`src/hw/rtl/pfd_pkg.sv`:
```
// shared types and constants for the playfair digraph decipher unit
// no dependencies; imported by playfair_digraph_decipher_unit

package pfd_pkg;

  localparam int SQ_DIM   = 5;
  localparam int SQ_CELLS = SQ_DIM * SQ_DIM;
  localparam int LETTER_W = 5;
  localparam int KEY_W    = SQ_DIM * LETTER_W;
  localparam int IDX_W    = 3;
  localparam int CFG_IDX_W = 3;

  typedef logic [LETTER_W-1:0]  letter_t;
  typedef logic [KEY_W-1:0]     key_row_t;
  typedef logic [IDX_W-1:0]     idx_t;
  typedef logic [SQ_CELLS-1:0]  match_t;
  typedef logic [CFG_IDX_W-1:0] cfg_idx_t;

  localparam letter_t CODE_I = letter_t'(8);
  localparam letter_t CODE_J = letter_t'(9);

  // configuration register indexes
  localparam cfg_idx_t REG_KEY_ROW_0 = cfg_idx_t'(0);
  localparam cfg_idx_t REG_KEY_ROW_1 = cfg_idx_t'(1);
  localparam cfg_idx_t REG_KEY_ROW_2 = cfg_idx_t'(2);
  localparam cfg_idx_t REG_KEY_ROW_3 = cfg_idx_t'(3);
  localparam cfg_idx_t REG_KEY_ROW_4 = cfg_idx_t'(4);

  // stage 1: cell match vectors, bit r*SQ_DIM+c
  typedef struct packed {
    match_t match_a;
    match_t match_b;
    logic   eot;
  } s1_t;

  // stage 2: first-match positions
  typedef struct packed {
    idx_t ar;
    idx_t ac;
    idx_t br;
    idx_t bc;
    logic found;
    logic eot;
  } s2_t;

  // stage 3: source cells of the plaintext letters
  typedef struct packed {
    idx_t pa_row;
    idx_t pa_col;
    idx_t pb_row;
    idx_t pb_col;
    logic found;
    logic eot;
  } s3_t;

endpackage

```
`src/hw/rtl/playfair_digraph_decipher_unit.sv`:
```
// playfair digraph decipher unit, four-stage pipeline
// depends on pfd_pkg (types, constants, register indexes)
//
// usage
//   config: write key rows 0..4 through cfg_we / cfg_index / cfg_data, one
//   word per cycle, only while no digraph is in flight. each row packs five
//   5-bit letter codes, column k at bits 5k+4..5k. indexes above 4 are ignored.
//   input: a digraph word is taken at each rising edge with start high and
//   busy low. busy is always low, so one digraph can enter every cycle.
//   output: out_strobe marks one cycle holding plain_a, plain_b, not_found
//   and the end-of-text copy. the receiver takes it that cycle, no stall.
//   pipeline: a word passes through the four register stages in order
//   (match, priority encode, rule, cell read). throughput: one digraph per
//   cycle, since no stage ever holds its word.
//   reset: rst_n low clears the key rows to zero and all stage valid bits,
//   so no strobe comes out for words taken before or during reset.
//   a letter absent from the square sets not_found and zeroes both letters.
//   an input J is treated as I before the search.

module playfair_digraph_decipher_unit
  import pfd_pkg::*;
(
  input  logic     clk,
  input  logic     rst_n,
  // configuration
  input  logic     cfg_we,
  input  cfg_idx_t cfg_index,
  input  key_row_t cfg_data,
  // input words
  input  logic     start,
  output logic     busy,
  input  letter_t  in_letter_a,
  input  letter_t  in_letter_b,
  input  logic     in_end_of_text,
  // result words
  output logic     out_strobe,
  output letter_t  out_plain_a,
  output letter_t  out_plain_b,
  output logic     out_not_found,
  output logic     out_end_of_text_out
);

  key_row_t key_r [SQ_DIM];

  logic s1_v_r, s2_v_r, s3_v_r, out_v_r;
  s1_t  s1_r, s1_nxt;
  s2_t  s2_r, s2_nxt;
  s3_t  s3_r, s3_nxt;
  letter_t pa_r, pa_nxt, pb_r, pb_nxt;
  logic nf_r, eot_r;

  // pipeline never blocks
  assign busy = 1'b0;

  // read one cell of the key square
  function automatic letter_t cell_at(input idx_t row, input idx_t col);
    key_row_t rw;
    letter_t  cv;
    begin
      rw = '0;
      cv = '0;
      case (row)
        3'd0:    rw = key_r[0];
        3'd1:    rw = key_r[1];
        3'd2:    rw = key_r[2];
        3'd3:    rw = key_r[3];
        3'd4:    rw = key_r[4];
        default: rw = '0;
      endcase
      case (col)
        3'd0:    cv = rw[0*LETTER_W +: LETTER_W];
        3'd1:    cv = rw[1*LETTER_W +: LETTER_W];
        3'd2:    cv = rw[2*LETTER_W +: LETTER_W];
        3'd3:    cv = rw[3*LETTER_W +: LETTER_W];
        3'd4:    cv = rw[4*LETTER_W +: LETTER_W];
        default: cv = '0;
      endcase
      return cv;
    end
  endfunction

  // one step back with wrap
  function automatic idx_t dec_wrap(input idx_t x);
    return (x == '0) ? idx_t'(SQ_DIM - 1) : idx_t'(x - idx_t'(1));
  endfunction

  // key square registers
  always_ff @(posedge clk) begin
    if (!rst_n) begin
      for (int r = 0; r < SQ_DIM; r++) key_r[r] <= '0;
    end else if (cfg_we) begin
      case (cfg_index)
        REG_KEY_ROW_0: key_r[0] <= cfg_data;
        REG_KEY_ROW_1: key_r[1] <= cfg_data;
        REG_KEY_ROW_2: key_r[2] <= cfg_data;
        REG_KEY_ROW_3: key_r[3] <= cfg_data;
        REG_KEY_ROW_4: key_r[4] <= cfg_data;
        default: ;
      endcase
    end
  end

  // stage 1: fold J into I, compare against every cell
  always_comb begin
    letter_t a_m, b_m;
    a_m = (in_letter_a == CODE_J) ? CODE_I : in_letter_a;
    b_m = (in_letter_b == CODE_J) ? CODE_I : in_letter_b;
    s1_nxt.eot = in_end_of_text;
    for (int r = 0; r < SQ_DIM; r++) begin
      for (int c = 0; c < SQ_DIM; c++) begin
        s1_nxt.match_a[r*SQ_DIM + c] = (key_r[r][c*LETTER_W +: LETTER_W] == a_m);
        s1_nxt.match_b[r*SQ_DIM + c] = (key_r[r][c*LETTER_W +: LETTER_W] == b_m);
      end
    end
  end

  // stage 2: first match in scan order wins, so scan backwards
  always_comb begin
    s2_nxt.ar = '0;
    s2_nxt.ac = '0;
    s2_nxt.br = '0;
    s2_nxt.bc = '0;
    for (int r = SQ_DIM - 1; r >= 0; r--) begin
      for (int c = SQ_DIM - 1; c >= 0; c--) begin
        if (s1_r.match_a[r*SQ_DIM + c]) begin
          s2_nxt.ar = idx_t'(r);
          s2_nxt.ac = idx_t'(c);
        end
        if (s1_r.match_b[r*SQ_DIM + c]) begin
          s2_nxt.br = idx_t'(r);
          s2_nxt.bc = idx_t'(c);
        end
      end
    end
    s2_nxt.found = (|s1_r.match_a) & (|s1_r.match_b);
    s2_nxt.eot   = s1_r.eot;
  end

  // stage 3: same row, same column or rectangle
  always_comb begin
    s3_nxt.found = s2_r.found;
    s3_nxt.eot   = s2_r.eot;
    if (s2_r.ar == s2_r.br) begin
      s3_nxt.pa_row = s2_r.ar;
      s3_nxt.pa_col = dec_wrap(s2_r.ac);
      s3_nxt.pb_row = s2_r.br;
      s3_nxt.pb_col = dec_wrap(s2_r.bc);
    end else if (s2_r.ac == s2_r.bc) begin
      s3_nxt.pa_row = dec_wrap(s2_r.ar);
      s3_nxt.pa_col = s2_r.ac;
      s3_nxt.pb_row = dec_wrap(s2_r.br);
      s3_nxt.pb_col = s2_r.bc;
    end else begin
      s3_nxt.pa_row = s2_r.ar;
      s3_nxt.pa_col = s2_r.bc;
      s3_nxt.pb_row = s2_r.br;
      s3_nxt.pb_col = s2_r.ac;
    end
  end

  // stage 4: cell read, zero when a letter was missing
  always_comb begin
    pa_nxt = s3_r.found ? cell_at(s3_r.pa_row, s3_r.pa_col) : '0;
    pb_nxt = s3_r.found ? cell_at(s3_r.pb_row, s3_r.pb_col) : '0;
  end

  // valid chain
  always_ff @(posedge clk) begin
    if (!rst_n) begin
      s1_v_r  <= 1'b0;
      s2_v_r  <= 1'b0;
      s3_v_r  <= 1'b0;
      out_v_r <= 1'b0;
    end else begin
      s1_v_r  <= start & ~busy;
      s2_v_r  <= s1_v_r;
      s3_v_r  <= s2_v_r;
      out_v_r <= s3_v_r;
    end
  end

  // payload stages, no reset needed
  always_ff @(posedge clk) begin
    s1_r  <= s1_nxt;
    s2_r  <= s2_nxt;
    s3_r  <= s3_nxt;
    pa_r  <= pa_nxt;
    pb_r  <= pb_nxt;
    nf_r  <= ~s3_r.found;
    eot_r <= s3_r.eot;
  end

  assign out_strobe          = out_v_r;
  assign out_plain_a         = pa_r;
  assign out_plain_b         = pb_r;
  assign out_not_found       = nf_r;
  assign out_end_of_text_out = eot_r;

  // every accepted word comes out on out_strobe
  a_lat: assert property (@(posedge clk) disable iff (!rst_n)
    (start && !busy) |-> ##4 out_strobe)
    else $error("accepted word lost in pipeline");

  // no strobe without a matching earlier start
  a_no_extra: assert property (@(posedge clk) disable iff (!rst_n)
    out_strobe |-> $past(start, 4))
    else $error("result strobe without accepted word");

  // end-of-text mark follows its digraph
  a_eot: assert property (@(posedge clk) disable iff (!rst_n)
    out_strobe |-> (out_end_of_text_out == $past(in_end_of_text, 4)))
    else $error("end-of-text mark out of step");

  // missing letter gives zero letters
  a_nf_zero: assert property (@(posedge clk) disable iff (!rst_n)
    (out_strobe && out_not_found) |-> (out_plain_a == '0 && out_plain_b == '0))
    else $error("not_found result carries letters");

endmodule
```
`config.mk`:
```
export PLATFORM = sky130hd
export DESIGN_NAME = playfair_digraph_decipher_unit
export DESIGN_NICKNAME = d
export VERILOG_FILES = /design/src/hw/rtl/pfd_pkg.sv /design/src/hw/rtl/playfair_digraph_decipher_unit.sv
export SDC_FILE = /design/constraint.sdc
export NUM_CORES = 1
export LEC_CHECK = 0
export ABC_AREA = 1
export BUFFER_PORTS_ARGS = -buffer_cell sky130_fd_sc_hd__buf_2
export CORE_MARGIN = 2
export CORE_UTILIZATION = 35
export DETAILED_ROUTE_END_ITERATION = 7
export GPL_TIMING_DRIVEN = 0
export SETUP_SLACK_MARGIN = 0.1
export SLEW_MARGIN = 40
export SYNTH_ARGS = -nofsm -noshare
export SYNTH_HDL_FRONTEND = slang
export SYNTH_SLANG_ARGS = --single-unit
```
`constraint.sdc`:
```
create_clock -name clk -period 2.7 [get_ports clk]
set_input_delay 0.27 -clock clk [delete_from_list [all_inputs] [get_ports clk]]
set_output_delay 0.27 -clock clk [all_outputs]
set_load 0.05 [all_outputs]
```
==> results of run 1 <==
cell usage after synthesis (24+ instances only):
master | n | area [µm²]
a21oi_1 | 26 | 130
a221oi_1 | 27 | 236
buf_2 | 31 | 155
dfxtp_1 | 95 | 1900
edfxtp_1 | 125 | 3750
inv_1 | 192 | 721
nand2_1 | 104 | 390
nand4_1 | 26 | 163
nor2_1 | 128 | 480
o22ai_1 | 99 | 619
o31ai_1 | 24 | 180
xnor2_1 | 75 | 657
xor2_1 | 129 | 1130
per-stage QoR:
stage / hold slack, ns / instances / util (%) / power (mW) / cell area (µm²)
global route: 0.122 / 1816 / 40.6 / 11.9 / 13600
floorplan: 0.298 / 1268 / - / 6.65 / 11800
CTS: 0.101 / 1815 / 40.6 / 11.3 / 13500
detailed placement: 0.314 / 1768 / 38.1 / 8.05 / 12700
global placement: 0.315 / 1762 / 37.8 / 8.02 / 12600
finish: 0.107 / 1818 / 40.6 / 11.4 / 13600
timing repair:
item,CTS,global route
resized for setup,0,1
hold endpoints to repair,2,0
endpoints found under the setup margin,0,1
hold buffers,2,0
sequential cells by signal, indices dropped and copies added, names as in the netlist:
| name | flops |
|---|---|
| key_r | 125 |
| out_end_of_text_out | 1 |
| out_not_found | 1 |
| out_plain_a | 5 |
| out_plain_b | 5 |
| out_strobe | 1 |
| s1_r | 51 |
| s1_v_r | 1 |
| s2_r | 14 |
| s2_v_r | 1 |
| s3_r | 14 |
| s3_v_r | 1 |
worst paths after layout:
path / start / to / slack, ns / cells past startpoint
worst max-delay path: s3_r[7] / out_plain_b[4] / 0.17 / 6
worst min-delay path: cfg_data[6] / key_r[0][6] / 0.11 / 3
worst max register to register: s3_r[7] / out_plain_b[4] / 0.17 / 6
worst min register to register: s1_r[0] / s2_r[0] / 0.33 / 0
metal layers:
metal  up-vias  track usage, %
li1       4543               -
met1      4903            35.1
met2       586            41.3
met3       138            5.71
met4         2            10.5
met5         -               0
layout make-up:
type | count | area [µm²] | area share (%)
Sequential cell | 220 | 5660 | 41.7
Clock inverter | 11 | 119 | 0.877
Timing Repair Buffer | 55 | 312 | 2.30
Multi-Input combinational cell | 794 | 5190 | 38.3
Tap cell | 448 | 561 | 4.13
Inverter | 197 | 739 | 5.45
Antenna cell | 2 | 5.00 | 0.0369
Buffer | 57 | 308 | 2.27
Clock buffer | 34 | 669 | 4.94
kinds of logic after synthesis:
kind of cell | after synthesis | share of synthesized area (%)
fa+ha+maj | 4 | 0.424
xor+xnor | 204 | 15.1
buf+inv | 254 | 8.82
other cells | 1 | 0.0318
compound gates | 247 | 14.5
simple gates | 338 | 13.2
flops | 220 | 47.9
power groups by stage:
| stage | registers, mW | logic [mW] | clock network (mW) |
|---|---|---|---|
| 2_1_floorplan | 4.40 | 2.25 | 0 |
| 3_5_place_dp | 4.46 | 3.59 | 0 |
| 5_1_grt | 4.44 | 3.97 | 3.49 |
| 3_3_place_gp | 4.46 | 3.56 | 0 |
| 4_1_cts | 4.40 | 3.60 | 3.34 |
| 6_report | 4.41 | 3.73 | 3.29 |
critical path, delay by kind of cell (launching register included):
kind	cells	cell delay (ns)
DFF	1	0.50
and+or+nand+nor	1	0.22
buffers and inverters	2	0.49
AOI/OAI and AO/OA	3	1.09
==> out/results.txt, run 1 <==
share of flip-flops with an asynchronous set or reset: 0%
most frequent standard cell in the layout excluding fill and tap cells: inv_1
class of the most critical hold timing path: in -> reg
routed via count divided by cell count: 5.60
number of warnings reported in the yosys synthesis log: 0
Max Fanout on Critical Path: 10
Sw Pwr: 4.42 mW
placer's final routability congestion estimate: 1.01
Setup Buffers After CTS: 0
min Tclk post-route: 2.53 ns
vias: 10200
min setup slack post-route: 0.172 ns
CTS clock-pin slew for the worst setup and hold paths: 0.06 ns
CTS Buf Count: 25
synthesized netlist cell count: 1268
number of iterations in the first detailed-routing pass: 6
final hold violation count: 0
IO Count: 57
number of library cell types mapped by synthesis: 44
netlist area before placement: 11800 µm²
sequential fraction of design power: 38.6%
post-place setup slack: 0.123 ns
synthesized flop and latch total: 220
switching portion of total power: 38.7%
number of setup violations in the final report: 0
P_int: 7.02 mW
CTS tree: built
number of nets still failing antenna checks after routing: 0
number of filler cells placed in the layout: 3405
Pins Over Slew Limit: 0
worst stage delay on the critical path: 0.59 ns
Max Cap Violations: 0
slew at the pin closest to its max-slew limit: 0.939 ns
met3 wire len: 4570 µm
relative contribution of combinational cells to total power: 32.6%
number of nets produced by synthesis: 1315
Critical Path Source Type: register
mean area per synthesized cell: 9.31 µm²
setup total negative slack: 0 ns
height of the die: 188 µm
fraction of layout cells with a size suffix above 1: 11.9%
final routed wire length divided by cell count: 25.7 µm
Critical Setup Path Class: reg -> reg
RSZ-0062 raised after global routing: false
Iter 0 DRT Violations: 1218
share of the cycle needed by the critical path after routing: 93.6%
top routing layer used: met5
status: completed
die area: 35200 µm²
number of nets in the final layout: 1397
clk sinks: 220
sequential-to-total area share from yosys stat: 47.9%
cells traversed along the worst timing path: inv_2, nand3_1, buf_2, o22ai_1, o31ai_1, a41oi_1
estimated wirelength of the detail-placed design: 35400 µm
number of enable-type register cells in the synthesized netlist: 125
largest net degree at the start of global routing: 26
largest buffer count on any clock path: 3
clk_skew: 0.00835 ns
port buffer count: 46
Met1 Routed Length: 19600 µm
kind of end point of the critical path: register
remaining design rule violation count: 0
CTS root buf: clkbuf_16
number of global-route vias before repair: 9801
wire length on met2: 20500 µm
crit path max-delay cell type: o31ai_1
clock network fraction of total power: 28.8%
power per cell area: 843 nW/µm²
leading register cell type out of synthesis: edfxtp_1
H-tree Lvls: 1
number of standard-cell rows in the floorplan: 67
maximum operating frequency: 0.396 GHz
core outline area: 33400 µm²
Detailed Route WL: 46700 µm
area growth from synthesis to layout: 14.9%
relative slew slack: 37.4%
clock latency on the worst-skew pair: 0.54 ns
effective utilization at floorplan: 35.4%
Worst IR Drop VDD: 456 µV
width of the die: 188 µm
Total Routing Usage GR: 26.2%
leakage power total: 5.59 nW
first-pass GRT wire length: 67000 µm
most used cells in the layout excluding fill and tap cells: inv_1 (192), xor2_1 (129), nor2_1 (128)
Remaining Overflow, GRT: 0
arrival time at the worst endpoint: 2.86 ns
WP data required: 3.03 ns
number of antenna violations at the first check in global routing: 5
No activity file was read; power rests on OpenSTA's default activity.
==> run 2, diff against run 1 <==
--- a/config.mk
+++ b/config.mk
@@ -8,9 +8,10 @@
 export ABC_AREA = 1
 export BUFFER_PORTS_ARGS = -buffer_cell sky130_fd_sc_hd__buf_2
 export CORE_MARGIN = 2
-export CORE_UTILIZATION = 35
+export CORE_UTILIZATION = 56
 export DETAILED_ROUTE_END_ITERATION = 7
 export GPL_TIMING_DRIVEN = 0
+export PLACE_DENSITY = 0.77
 export SETUP_SLACK_MARGIN = 0.1
 export SLEW_MARGIN = 40
 export SYNTH_ARGS = -nofsm -noshare
==> out/results.txt, run 2 (same netlist as run 1, synthesis figures left out) <==
arrival time at the worst endpoint: 2.96 ns
final routed wire length divided by cell count: 27.6 µm
share of the cycle needed by the critical path after routing: 95.6%
Worst IR Drop VDD: 597 µV
vias: 10400
leakage power total: 5.58 nW
placer's final routability congestion estimate: 1.04
largest buffer count on any clock path: 3
register area: 5660 µm²
effective utilization at floorplan: 56.7%
die area: 22300 µm²
CTS Buf Count: 23
registers with the highest flip-flop counts: key_r (125), s1_r (51)
Worst Min Path Start: cfg_data[3]
WP data required: 3.07 ns
relative slew slack: 35.7%
Placement Cell Area: 12500 µm²
area of combinational cells with multiple inputs: 5200 µm²
fraction of layout cells with a size suffix above 1: 11.8%
top routing layer used: met5
clock latency on the worst-skew pair: 0.53 ns
port buffer count: 46
wire length on met2: 19500 µm
number of global-route vias before repair: 9638
Remaining Overflow, GRT: 0
min setup slack post-route: 0.118 ns
number of standard-cell rows in the floorplan: 53
estimated wirelength of the detail-placed design: 33300 µm
IO Count: 57
Final Non-Filler Cells: 1642
slew at the pin closest to its max-slew limit: 0.952 ns
min Tclk post-route: 2.58 ns
flip-flop count of the largest register after layout: 125
final std cell area, no fill: 13300 µm²
Setup Buffers After CTS: 0
met3 wire len: 5580 µm
routed via count divided by cell count: 6.35
Detailed Route WL: 45300 µm
final hold violation count: 0
remaining design rule violation count: 0
height of the die: 149 µm
maximum operating frequency: 0.387 GHz
Register-to-Register Setup Slack: 0.12 ns
path depth of the worst reg2reg path: 8
number of buffers added to fix hold violations after cts: 2
Total Routing Usage GR: 40.8%
first-pass GRT wire length: 64300 µm
number of setup violations in the final report: 0
clk sinks: 220
depth of the worst hold-timing path: 3
power per cell area: 855 nW/µm²
FF-to-FF End: out_plain_a[2]
largest net degree at the start of global routing: 26
total placed cells including tap cells: 1597
number of iterations in the first detailed-routing pass: 6
Iter 0 DRT Violations: 1527
Resize count post-CTS: 0
clk_skew: 0.0137 ns
status: completed
Critical Setup Path Class: reg -> reg
area growth from synthesis to layout: 12.9%
H-tree Lvls: 1
RSZ-0062 raised after global routing: false
CTS clock-pin slew for the worst setup and hold paths: 0.07 ns
most frequent standard cell in the layout excluding fill and tap cells: inv_1
number of antenna violations at the first check in global routing: 4
Met1 Routed Length: 17800 µm
most used cells in the layout excluding fill and tap cells: inv_1 (192), xor2_1 (129), nor2_1 (128)
number of nets in the final layout: 1396
Max Cap Violations: 0
number of filler cells placed in the layout: 1731
Critical Path Source Type: register
post-place setup slack: 0.146 ns
class of the most critical hold timing path: in -> reg
kind of end point of the critical path: register
launching point of the worst reg2reg path: s3_r[11]
width of the die: 149 µm
final core utilization: 64.0%
Pins Over Slew Limit: 0
core outline area: 20800 µm²
CTS root buf: clkbuf_16
Max Fanout on Critical Path: 10
launching instance or port of the critical path: s3_r[11]
number of nets still failing antenna checks after routing: 0
CTS tree: built
register ranked first by flip-flop count: key_r
end of the critical path: out_plain_a[2]
## run 2: cell types whose count changed in the layout (fill, tap and decap cells not counted), sizes merged
cell	before	now
buf	92	94
clkinvlp	3	1
clkinv	5	4
bufinv	2	1
diode	2	1
## run 2: cell type report
type                    count  share of cell area, %
plain buffers              57                   2.27
diodes                      1                 0.0188
inverters                 197                   5.55
multi-input cells         794                   39.0
repair buffers             56                   2.41
clock buffers              35                   5.20
flip-flops and latches    220                   42.4
well taps                 275                   2.58
clock inverters             7                  0.498
## run 2: worst min-delay path by stage
| stage | endpoint |
|---|---|
| 2_1_floorplan | s1_r[0] |
| 3_3_place_gp | out_end_of_text_out |
| 4_1_cts | key_r[0][21] |
| 5_1_grt | key_r[0][78] |
| 3_5_place_dp | out_end_of_text_out |
| 6_report | key_r[0][103] |
## run 2: metrics by stage
stage	power, mW	hold WS, ns	setup TNS, ns
5_1_grt	11.7	0.133	0
6_report	11.4	0.121	0
3_5_place_dp	8.07	0.314	0
2_1_floorplan	6.65	0.298	0
4_1_cts	11.2	0.104	0
3_3_place_gp	8.02	0.311	-38.78
## run 2: power breakdown
| group | internal, mW | switching (mW) | total, mW |
|---|---|---|---|
| clock | 1.87 | 1.31 | 3.18 |
| combinational | 1.14 | 2.70 | 3.84 |
| sequential | 3.94 | 0.437 | 4.38 |
## run 2: routing by layer
layer / up-vias / track usage (%)
li1: 4536 / -
met1: 4979 / 55.6
met2: 747 / 62.4
met3: 156 / 10.3
met4: 6 / 16.3
met5: - / 0
## run 2: worst max-delay path, stage by stage, from the launching register on
cell and delay, ns:
dfxtp_1 0.41, nor2_1 0.09, nand2_1 0.40, buf_2 0.39, nor2_1 0.07, o31ai_1 0.41
o221ai_1 0.29, nor3_1 0.31, nor2_1 0.06
